### src/rtl/sorted_color_palette_builder_macros.svh
// Assertion macros shared by the palette builder RTL.
// Depends on nothing; included by the files that carry assertions.
`ifndef SORTED_COLOR_PALETTE_BUILDER_MACROS_SVH
`define SORTED_COLOR_PALETTE_BUILDER_MACROS_SVH

// Same-cycle implication, disabled while reset is asserted.
`define SCPB_ASSERT_NOW(name, clk, rst_n, ante, cons, msg) \
	name: assert property (@(posedge clk) disable iff (!rst_n) (ante) |-> (cons)) \
		else $error(msg);

// Next-cycle implication, disabled while reset is asserted.
`define SCPB_ASSERT_NEXT(name, clk, rst_n, ante, cons, msg) \
	name: assert property (@(posedge clk) disable iff (!rst_n) (ante) |=> (cons)) \
		else $error(msg);

`endif

### src/rtl/scpb_pkg.sv
// Shared types and codes for the sorted color palette builder.
// Used by the cell module and the top level; depends on nothing.
`default_nettype none

package scpb_pkg;

	localparam logic [1:0] FUNC_INSERT = 2'd0;
	localparam logic [1:0] FUNC_READ   = 2'd1;
	localparam logic [1:0] FUNC_CLEAR  = 2'd2;

	typedef struct packed {
		logic [1:0]  func;
		logic [31:0] pixel_color;
		logic [7:0]  entry_index;
	} item_t;

	typedef struct packed {
		logic [31:0] entry_color;
		logic        entry_valid;
		logic [8:0]  entry_count;
		logic        overflowed;
	} result_t;

	typedef struct packed {
		logic cmp_en;
		logic upd_en;
		logic rd_en;
	} cell_ctrl_t;

endpackage

`default_nettype wire

### src/rtl/scpb_cell.sv
// One palette cell: holds one sorted entry, compares it against the insert
// color, shifts from its lower neighbor and forwards the readout chain. Uses scpb_pkg.
`default_nettype none

module scpb_cell (
	input  logic              clk,
	input  scpb_pkg::cell_ctrl_t ctrl,
	input  logic [31:0]       color,
	input  logic [31:0]       shift_in,
	input  logic [31:0]       bus_in,
	input  logic              prev_lt,
	input  logic              live,
	input  logic              rd_sel,
	output logic [31:0]       entry,
	output logic [31:0]       bus_out,
	output logic              lt,
	output logic              eq
);
	import scpb_pkg::*;

	logic [31:0] entry_q;
	logic [31:0] bus_q;
	logic        lt_q;
	logic        eq_q;

	always_ff @(posedge clk) begin
		if (ctrl.cmp_en) begin
			lt_q <= live && (entry_q < color);
			eq_q <= live && (entry_q == color);
		end
		if (ctrl.upd_en && !lt_q) begin
			entry_q <= prev_lt ? color : shift_in;
		end
		if (ctrl.rd_en) begin
			bus_q <= rd_sel ? entry_q : bus_in;
		end
	end

	assign entry   = entry_q;
	assign bus_out = bus_q;
	assign lt      = lt_q;
	assign eq      = eq_q;

endmodule

`default_nettype wire

### config.mk
export PLATFORM = sky130hd
export DESIGN_NAME = scpb_cell
export DESIGN_NICKNAME = d
export VERILOG_FILES = /design/src/rtl/sorted_color_palette_builder_macros.svh /design/src/rtl/scpb_pkg.sv /design/src/rtl/scpb_cell.sv
export SDC_FILE = /design/constraint.sdc
export NUM_CORES = 1
export LEC_CHECK = 0
export ABC_AREA = 1
export BUFFER_PORTS_ARGS = -buffer_cell sky130_fd_sc_hd__buf_2
export CELL_PAD_IN_SITES_DETAIL_PLACEMENT = 1
export CELL_PAD_IN_SITES_GLOBAL_PLACEMENT = 1
export CORE_MARGIN = 2
export CORE_UTILIZATION = 32
export DETAILED_ROUTE_END_ITERATION = 8
export HOLD_SLACK_MARGIN = 0.15
export PLACE_DENSITY = 0.87
export SLEW_MARGIN = 10
export SYNTH_ARGS = -nofsm -noshare
export SYNTH_HDL_FRONTEND = slang
export SYNTH_SLANG_ARGS = --single-unit
export TNS_END_PERCENT = 100
### constraint.sdc
create_clock -name clk -period 2.1 [get_ports clk]
set_input_delay 0.105 -clock clk [delete_from_list [all_inputs] [get_ports clk]]
set_output_delay 0.105 -clock clk [all_outputs]
set_load 0.05 [all_outputs]
Yosys cells after proc, flatten, opt, wreduce, memory -nomap -nowiden
Cells that the tools add are included.
{"block": "word_totals", "register_bits": 66, "latchBits": 0, "ram_bits": 0, "romBits": 0, "inputBits": 103, "out_inout_bits": 66, "memories": 0}
{"block": "classes", "addsub": 0, "multipliers": 0, "div": 0, "magnitude_cmp": 1, "eq_ne": 1, "shifts": 0, "n_mux": 2, "n_bitwise": 0, "reduce_logical": 4}
{"op": "2-to-1 mux 32 bit", "count": 2}
{"op": "== test 32 bit", "count": 1}
{"op": "less-than comparator 32 bit", "count": 1}
{"op": "logical AND 1 bit", "count": 3}
{"op": "logical NOT 1 bit", "count": 1}

Longest topological paths before layout
Gate-level depths: netlist of the first run.
{"block": "logic_depth", "ltp_word": 2, "mapped_depth": 12, "mapped_depth_nobuf": 12}

Worst setup path before layout of the first run
OpenSTA, ideal clock, no wires.
{"block": "synth_timing", "path_type": "flip-flop to flip-flop", "startpoint": "reg lt_q, in the netlist lt", "endpoint": "reg entry_q[0], in the netlist entry[0] (enable)", "setup_ns": 0.422, "arrival_ns": 2.051, "path_slack_ns": -0.373, "stages_incl_launch_ff": 2, "path_buffers": 0, "period_less_slack_ns": 2.473, "path_cell_list": "edfxtp_1 nor2_1"}
{"block": "synth_between", "elab_chain_len": 2}
{"element": "start, declared", "line_no": "scpb_cell.sv:23", "rtl": "logic lt_q;"}
{"element": "start signal, assigned", "line_no": "scpb_cell.sv:28", "rtl": "lt_q <= live && (entry_q < color);"}
{"element": "logical NOT 1 bit", "line_no": "scpb_cell.sv:31", "rtl": "if (ctrl.upd_en && !lt_q) begin"}
{"element": "logical AND 1 bit", "line_no": "scpb_cell.sv:31"}
{"element": "end signal, assigned", "line_no": "scpb_cell.sv:32", "rtl": "entry_q <= prev_lt ? color : shift_in;"}
{"element": "end, declared", "line_no": "scpb_cell.sv:21", "rtl": "logic [31:0] entry_q;"}
Every way passes these cells.
A chain may end at the register's enable or synchronous reset.

Worst setup path in the final report of the first run
{"block": "layout_timing", "startpoint": "reg entry_q[11], in the netlist entry[11]", "endpoint": "reg lt_q, in the netlist lt, data pin"}
{"block": "layout_between", "elab_chain_len": 2}
{"element": "less-than comparator 32 bit", "line_no": "scpb_cell.sv:28"}
{"element": "logical AND 1 bit", "line_no": "scpb_cell.sv:28"}
Every way passes these cells.

==> results.cfg, run 1 <==
[worst_setup_path]
rrSetupSlack_ps = 320
startpoint_type = flip-flop
worstPathMaxFanout = 3
setup.worst_path.class = reg2reg
timing.critical_path.arrival_ps = 1850
worst_setup_path_end_kind = flip-flop
critical_path_required_ps = 2170

[clock_network]
clkSinkCount = 66
ctsRootBufferMaster = clkbuf_16
cts_max_path_buffers = 2
h-tree-depth = 3
cts_buffers = 9
clk_pin_slew_ps = 50
cts_tree = yes
cts_resized = 0
clock_latency_ps = 330
cts_setup_buffers = 0

[synthesis]
avgSynthCellArea_um2 = 11.6
synthMuxAreaShare_pct = 12.6
synthXorXnorAreaFrac_pct = 0
yosysUniqueCellTypes = 21
yosys_warnings = 0
synth_top_family_by_area = multiplexers
syn_inst = 318
synth_simple_gate_area_share_pct = 9.21
syn_nets = 453
synthAdderAreaFrac_pct = 10.8
synth-seq-cells = 66
synth_area_um2 = 3690
synth_compound_area_share_pct = 7.05
yosysSeqAreaShare_pct = 53.7

[detailed_routing]
vias = 3333
vias_per_cell = 4.62
drc = 0
first_pass_iters = 4
drtIter0Drc = 103
antenna_left = 0
drt-total-wl_mm = 12.7
wire_per_inst_um = 17.6

[final_layout]
synthToLayoutAreaGrowth_pct = 57.4
final_cell_count_no_fill = 721
final_area_um2 = 5810
drive_above_1_share_pct = 38.4
nets = 707

[global_routing]
grt.total_usage_pct = 20.5
grt-ovfl-total = 0
grt_max_degree = 43
grt_pass1_wl_mm = 19.9
antenna_found_initial = 2
grt_pass1_vias = 3838

[timing]
min_period_ps = 1780
fin_tns_setup_ps = 0
fmax_mhz = 561
tightest_slew_ps = 832
relSlewSlack_pct = 44.5
slew_violations = 0
rsz0062_at_grt = no
final-hold-violation-count = 0
fin_skew_ps = 5.07
final-setup-viol-count = 0
finalCritPeriodShare_pct = 84.8

[power]
p_leak_nw = 2.77
ir_drop_mv = 0.404
power_density_nw_per_um2 = 698
total_power_mw = 4.06

[place]
hpwl_mm = 8.12
port_buffers = 168
place_inst = 621
gp_congestion = 0.796
place_area_um2 = 4700

[floorplan]
std_cell_rows = 39
ioPinCount = 169
die_height_um = 111
die_w_um = 111
initial_utilization_pct = 32.6
core_area_um2 = 11300
dieArea_um2 = 12400

[outcome]
outcome = finished clean

[flow_run]
drv_cap = 0

[worst_hold_path]
hold_path.class = in2reg
## path summary, 6_finish.rpt
kind / end / from / cells after the start
setup / recovery: lt / entry[11] / 6
hold reg to reg: bus_out[27] / entry[27] / 1
hold / removal: entry[1] / shift_in[1] / 3
setup reg to reg: lt / entry[11] / 6
## cell usage in the layout, fill, tap and decap left out, drive strengths merged
cell type | synthesis | final
buf | 11 | 171
dlygate4sd3 | 0 | 83
edfxtp | 66 | 66
a21oi | 44 | 44
inv | 44 | 44
nor2 | 40 | 40
nand2 | 34 | 34
ha | 32 | 32
mux2 | 32 | 32
clkbuf | 0 | 11
nor3 | 4 | 4
nand3 | 3 | 3
clkinv | 0 | 3
diode | 0 | 2
nand4 | 2 | 2
o21ai | 2 | 2
a21o | 1 | 1
a211oi | 1 | 1
o21bai | 1 | 1
o21a | 1 | 1
bufinv | 0 | 1
## cell families (layout without fill, tap and decap cells)
family	count (synthesis)	count (layout)
other	0	2
and+or+nand+nor	83	83
adders and majority gates	32	32
DFF	66	66
buffers and inverters	55	313
AOI/OAI and AO/OA	50	50
muxes	32	32
## state kept, by name, summed over array words and instances (netlist names)
name and count:
entry 32, lt 1, bus_out 32, eq 1
## stage by stage
step	hold slack (ps)	setup slack, ps	utilization, %
final	131	319	51.3
after global routing	176	76.6	51.3
after CTS	151	285	51.3
after detailed placement	363	292	41.5
after global placement	356	385	41.5
after floorplan	217	149	-
## worst max-delay path, stage by stage, from the launching register on
cell,delay [ps]
edfxtp_1,430
ha_1,350
nand4_1,120
nor3_1,340
nand2_1,110
nand2_1,90
a21oi_1,80
## report_power, final
group	total, mW	switching (mW)	internal (mW)
combinational	0.994	0.593	0.401
clock	1.46	0.552	0.905
sequential	1.61	0.0465	1.56
total	4.06	1.19	2.87
## per-layer routing
layer	track usage (%)	up-vias	share of wire, %
li1	-	1613	-
met3	4.68	27	5.4
met2	38.0	121	55
met4	8.81	0	2.6
met1	22.4	1572	37
met5	0	-	0
## cell usage after synthesis
| master | number | area (um^2) |
|---|---|---|
| edfxtp_1 | 66 | 1980 |
| a21oi_1 | 44 | 220 |
| inv_1 | 42 | 158 |
| nor2_1 | 40 | 150 |
| nand2_1 | 34 | 128 |
| ha_1 | 32 | 400 |
| mux2_4 | 28 | 420 |
| buf_2 | 7 | 35.0 |
| buf_6 | 4 | 45.0 |
| mux2_2 | 4 | 45.0 |
| inv_2 | 2 | 7.51 |
| nand3_1 | 2 | 10.0 |
| nand4_1 | 2 | 12.5 |
| nor3_1 | 2 | 10.0 |
| nor3_2 | 2 | 20.0 |
| o21ai_0 | 2 | 10.0 |
| a211oi_1 | 1 | 7.51 |
| a21o_1 | 1 | 7.51 |
| nand3_2 | 1 | 10.0 |
| o21a_1 | 1 | 7.51 |
| o21bai_1 | 1 | 7.51 |
## layout make-up
cell class / count / area [um^2]
clock buffer: 11 / 233
fill: 1257 / 5510
antenna: 2 / 5.00
multi-input combinational: 197 / 1470
sequential: 66 / 1980
inverter: 44 / 165
clock inverter: 4 / 43.8
tap: 143 / 179
timing repair buffer: 254 / 1730
## repair_timing
item                                    in CTS  in global routing
endpoints found under the setup margin       0                  0
hold buffers                                83                  0
hold endpoints to repair                    65                  0
Note: power is estimated with default switching activity, not from simulation.
==> inputs of run 2 (changes only) <==
--- a/config.mk
+++ b/config.mk
@@ -10,10 +10,10 @@
 export CELL_PAD_IN_SITES_DETAIL_PLACEMENT = 1
 export CELL_PAD_IN_SITES_GLOBAL_PLACEMENT = 1
 export CORE_MARGIN = 2
-export CORE_UTILIZATION = 32
+export CORE_UTILIZATION = 35
 export DETAILED_ROUTE_END_ITERATION = 8
 export HOLD_SLACK_MARGIN = 0.15
-export PLACE_DENSITY = 0.87
+export PLACE_DENSITY = 0.9
 export SLEW_MARGIN = 10
 export SYNTH_ARGS = -nofsm -noshare
 export SYNTH_HDL_FRONTEND = slang
==> constraint.sdc (replaced) <==
create_clock -name clk -period 1.71 [get_ports clk]
set_input_delay 0.0855 -clock clk [delete_from_list [all_inputs] [get_ports clk]]
set_output_delay 0.0855 -clock clk [all_outputs]
set_load 0.05 [all_outputs]
==> run 2 against run 1 <==
Against the previous run:
- first-iteration DRC count fell by 6.8%
- final cell count grew 0.69%
- register-to-register slack worse by 250 ps
- die area is 8.3% lower
- non-clock buffer count is 16 higher
- total power increased by 6.7%
- combinational power rose by 30%
- global-route usage is 2.9 points higher
- core utilization rose by 5.4 points
- setup slack worse by 250 ps
- hold slack better by 28 ps
- highest routed layer unchanged
==> results.cfg, run 2 (same netlist as run 1, synthesis figures left out) <==
[final_layout]
fill_cells = 1163
seqCellArea_um2 = 1980
multi_input_area_um2 = 1520
layout_common_cells = 168 x buf_2, 91 x dlygate4sd3_1, 66 x edfxtp_1
synthToLayoutAreaGrowth_pct = 58.0
final_area_um2 = 5840
diodes = 0
final_common_cell = buf_2
utilization_pct = 56.8
drive_above_1_share_pct = 39.0
nets = 723

[global_routing]
antenna_found_initial = 0
grt_pass1_wl_mm = 20.2
grt.total_usage_pct = 23.5
grt_max_degree = 34
grt_pass1_vias = 3917
grt-ovfl-total = 0

[detailed_routing]
drt-total-wl_mm = 13.5
first_pass_iters = 4
drtIter0Drc = 96
wire_per_inst_um = 18.6
vias = 3434
vias_per_cell = 4.73
antenna_left = 0
drc = 0

[timing]
fmax_mhz = 609
min_period_ps = 1640
tightest_slew_ps = 359
fin_skew_ps = 9.76
relSlewSlack_pct = 76.1
rsz0062_at_grt = yes
slew_violations = 0
final-hold-violation-count = 0
finalCritPeriodShare_pct = 96.0
final-setup-viol-count = 0

[floorplan]
die_w_um = 107
initial_utilization_pct = 35.9
core_area_um2 = 10300
die_height_um = 107
std_cell_rows = 37
dieArea_um2 = 11400
ioPinCount = 169

[worst_hold_path]
hold_path.class = in2reg

[power]
switchingPower_mw = 1.40
p_leak_nw = 2.77
pwr-share-comb_pct = 29.8
power_density_nw_per_um2 = 742
p_int_mw = 2.94
pwr-share-clk_pct = 24.8
ir_drop_mv = 0.399
switching_share_pct = 32.2
p_seq_share_pct = 45.5

[clock_network]
clk_pin_slew_ps = 70
clock_latency_ps = 340
h-tree-depth = 3
clkSinkCount = 66
cts_buffers = 9
ctsRootBufferMaster = clkbuf_8
cts_max_path_buffers = 2
cts_tree = yes

[worst_setup_path]
setup.worst_path.class = reg2reg
startpoint_type = flip-flop
timing.critical_path.arrival_ps = 1730
worstPathMaxFanout = 2
worst_setup_path_end_kind = flip-flop
critical_path_required_ps = 1800

[outcome]
outcome = finished clean

[place]
hpwl_mm = 8.08
place_area_um2 = 4700
port_buffers = 168
gp_congestion = 0.781

[flow_run]
drv_cap = 0
## run 2: cell types whose count changed in the layout (fill, tap and decap cells not counted), moves of 2 or more
cell           previous run  this run
buf_4                     0         9
clkbuf_16                 9         0
clkbuf_8                  0         9
dlygate4sd3_1            83        91
clkinv_2                  2         0
diode_2                   2         0
ha_1                     32        30
ha_4                      0         2
## run 2: path summary, 6_finish.rpt
path	start	endpoint	slack, ps	depth (start not counted)
worst min register to register	entry[22]	bus_out[22]	610	1
worst max register to register	entry[31]	lt	70	8
worst max-delay path	entry[31]	lt	70	8
worst min-delay path	color[12]	entry[12]	160	3
## run 2: per-stage QoR
step | total power, mW | hold slack (ps) | cells | setup TNS (ps) | setup slack [ps]
2_1_floorplan | 2.70 | 198 | 318 | -35.4 | -35.4
4_1_cts | 4.29 | 151 | 720 | 0 | 40.3
3_5_place_dp | 3.04 | 310 | 617 | 0 | 61.5
5_1_grt | 4.51 | 176 | 726 | -31.7 | -31.7
6_report | 4.33 | 160 | 726 | 0 | 69.1
3_3_place_gp | 3.00 | 312 | 617 | 0 | 73.9
## run 2: per-layer routing
metal | routed length (um) | up-vias | track usage, %
met5 | 0 | - | 0
met2 | 7530 | 120 | 46.2
met4 | 403 | 0 | 9.37
met1 | 5010 | 1648 | 24.4
li1 | - | 1636 | -
met3 | 572 | 30 | 3.89
## run 2: timing repair
| action | 4_1_cts | 5_1_grt |
|---|---|---|
| resized for setup | 0 | 6 |
| buffers inserted | 0 | 5 |
| endpoints found under the hold margin | 65 | 1 |
| hold buffers | 90 | 1 |
| endpoints found under the setup margin | 0 | 2 |
## run 2: cell type report
class	count	share of cell area [%]
clock buffers	11	2.25
clock inverters	2	0.129
flip-flops and latches	66	34.0
repair buffers	270	31.9
well taps	136	2.92
multi-input cells	197	26.1
inverters	44	2.83
## run 2: power by group through the flow
stage	registers, mW	clock network [mW]	logic [mW]
floorplan	2.35	0	0.356
global placement	1.99	0	1.01
detailed placement	2.00	0	1.04
CTS	1.97	1.10	1.23
global route	1.98	1.15	1.38
finish	1.97	1.07	1.29
## run 2: critical path, stage by stage (launching register included)
cell and delay [ps]:
edfxtp_1 440, ha_4 300, nand2_1 50, inv_2 70, nand3_4 70, nor3_4 220
inv_2 80, nor2_2 100, a21oi_1 60
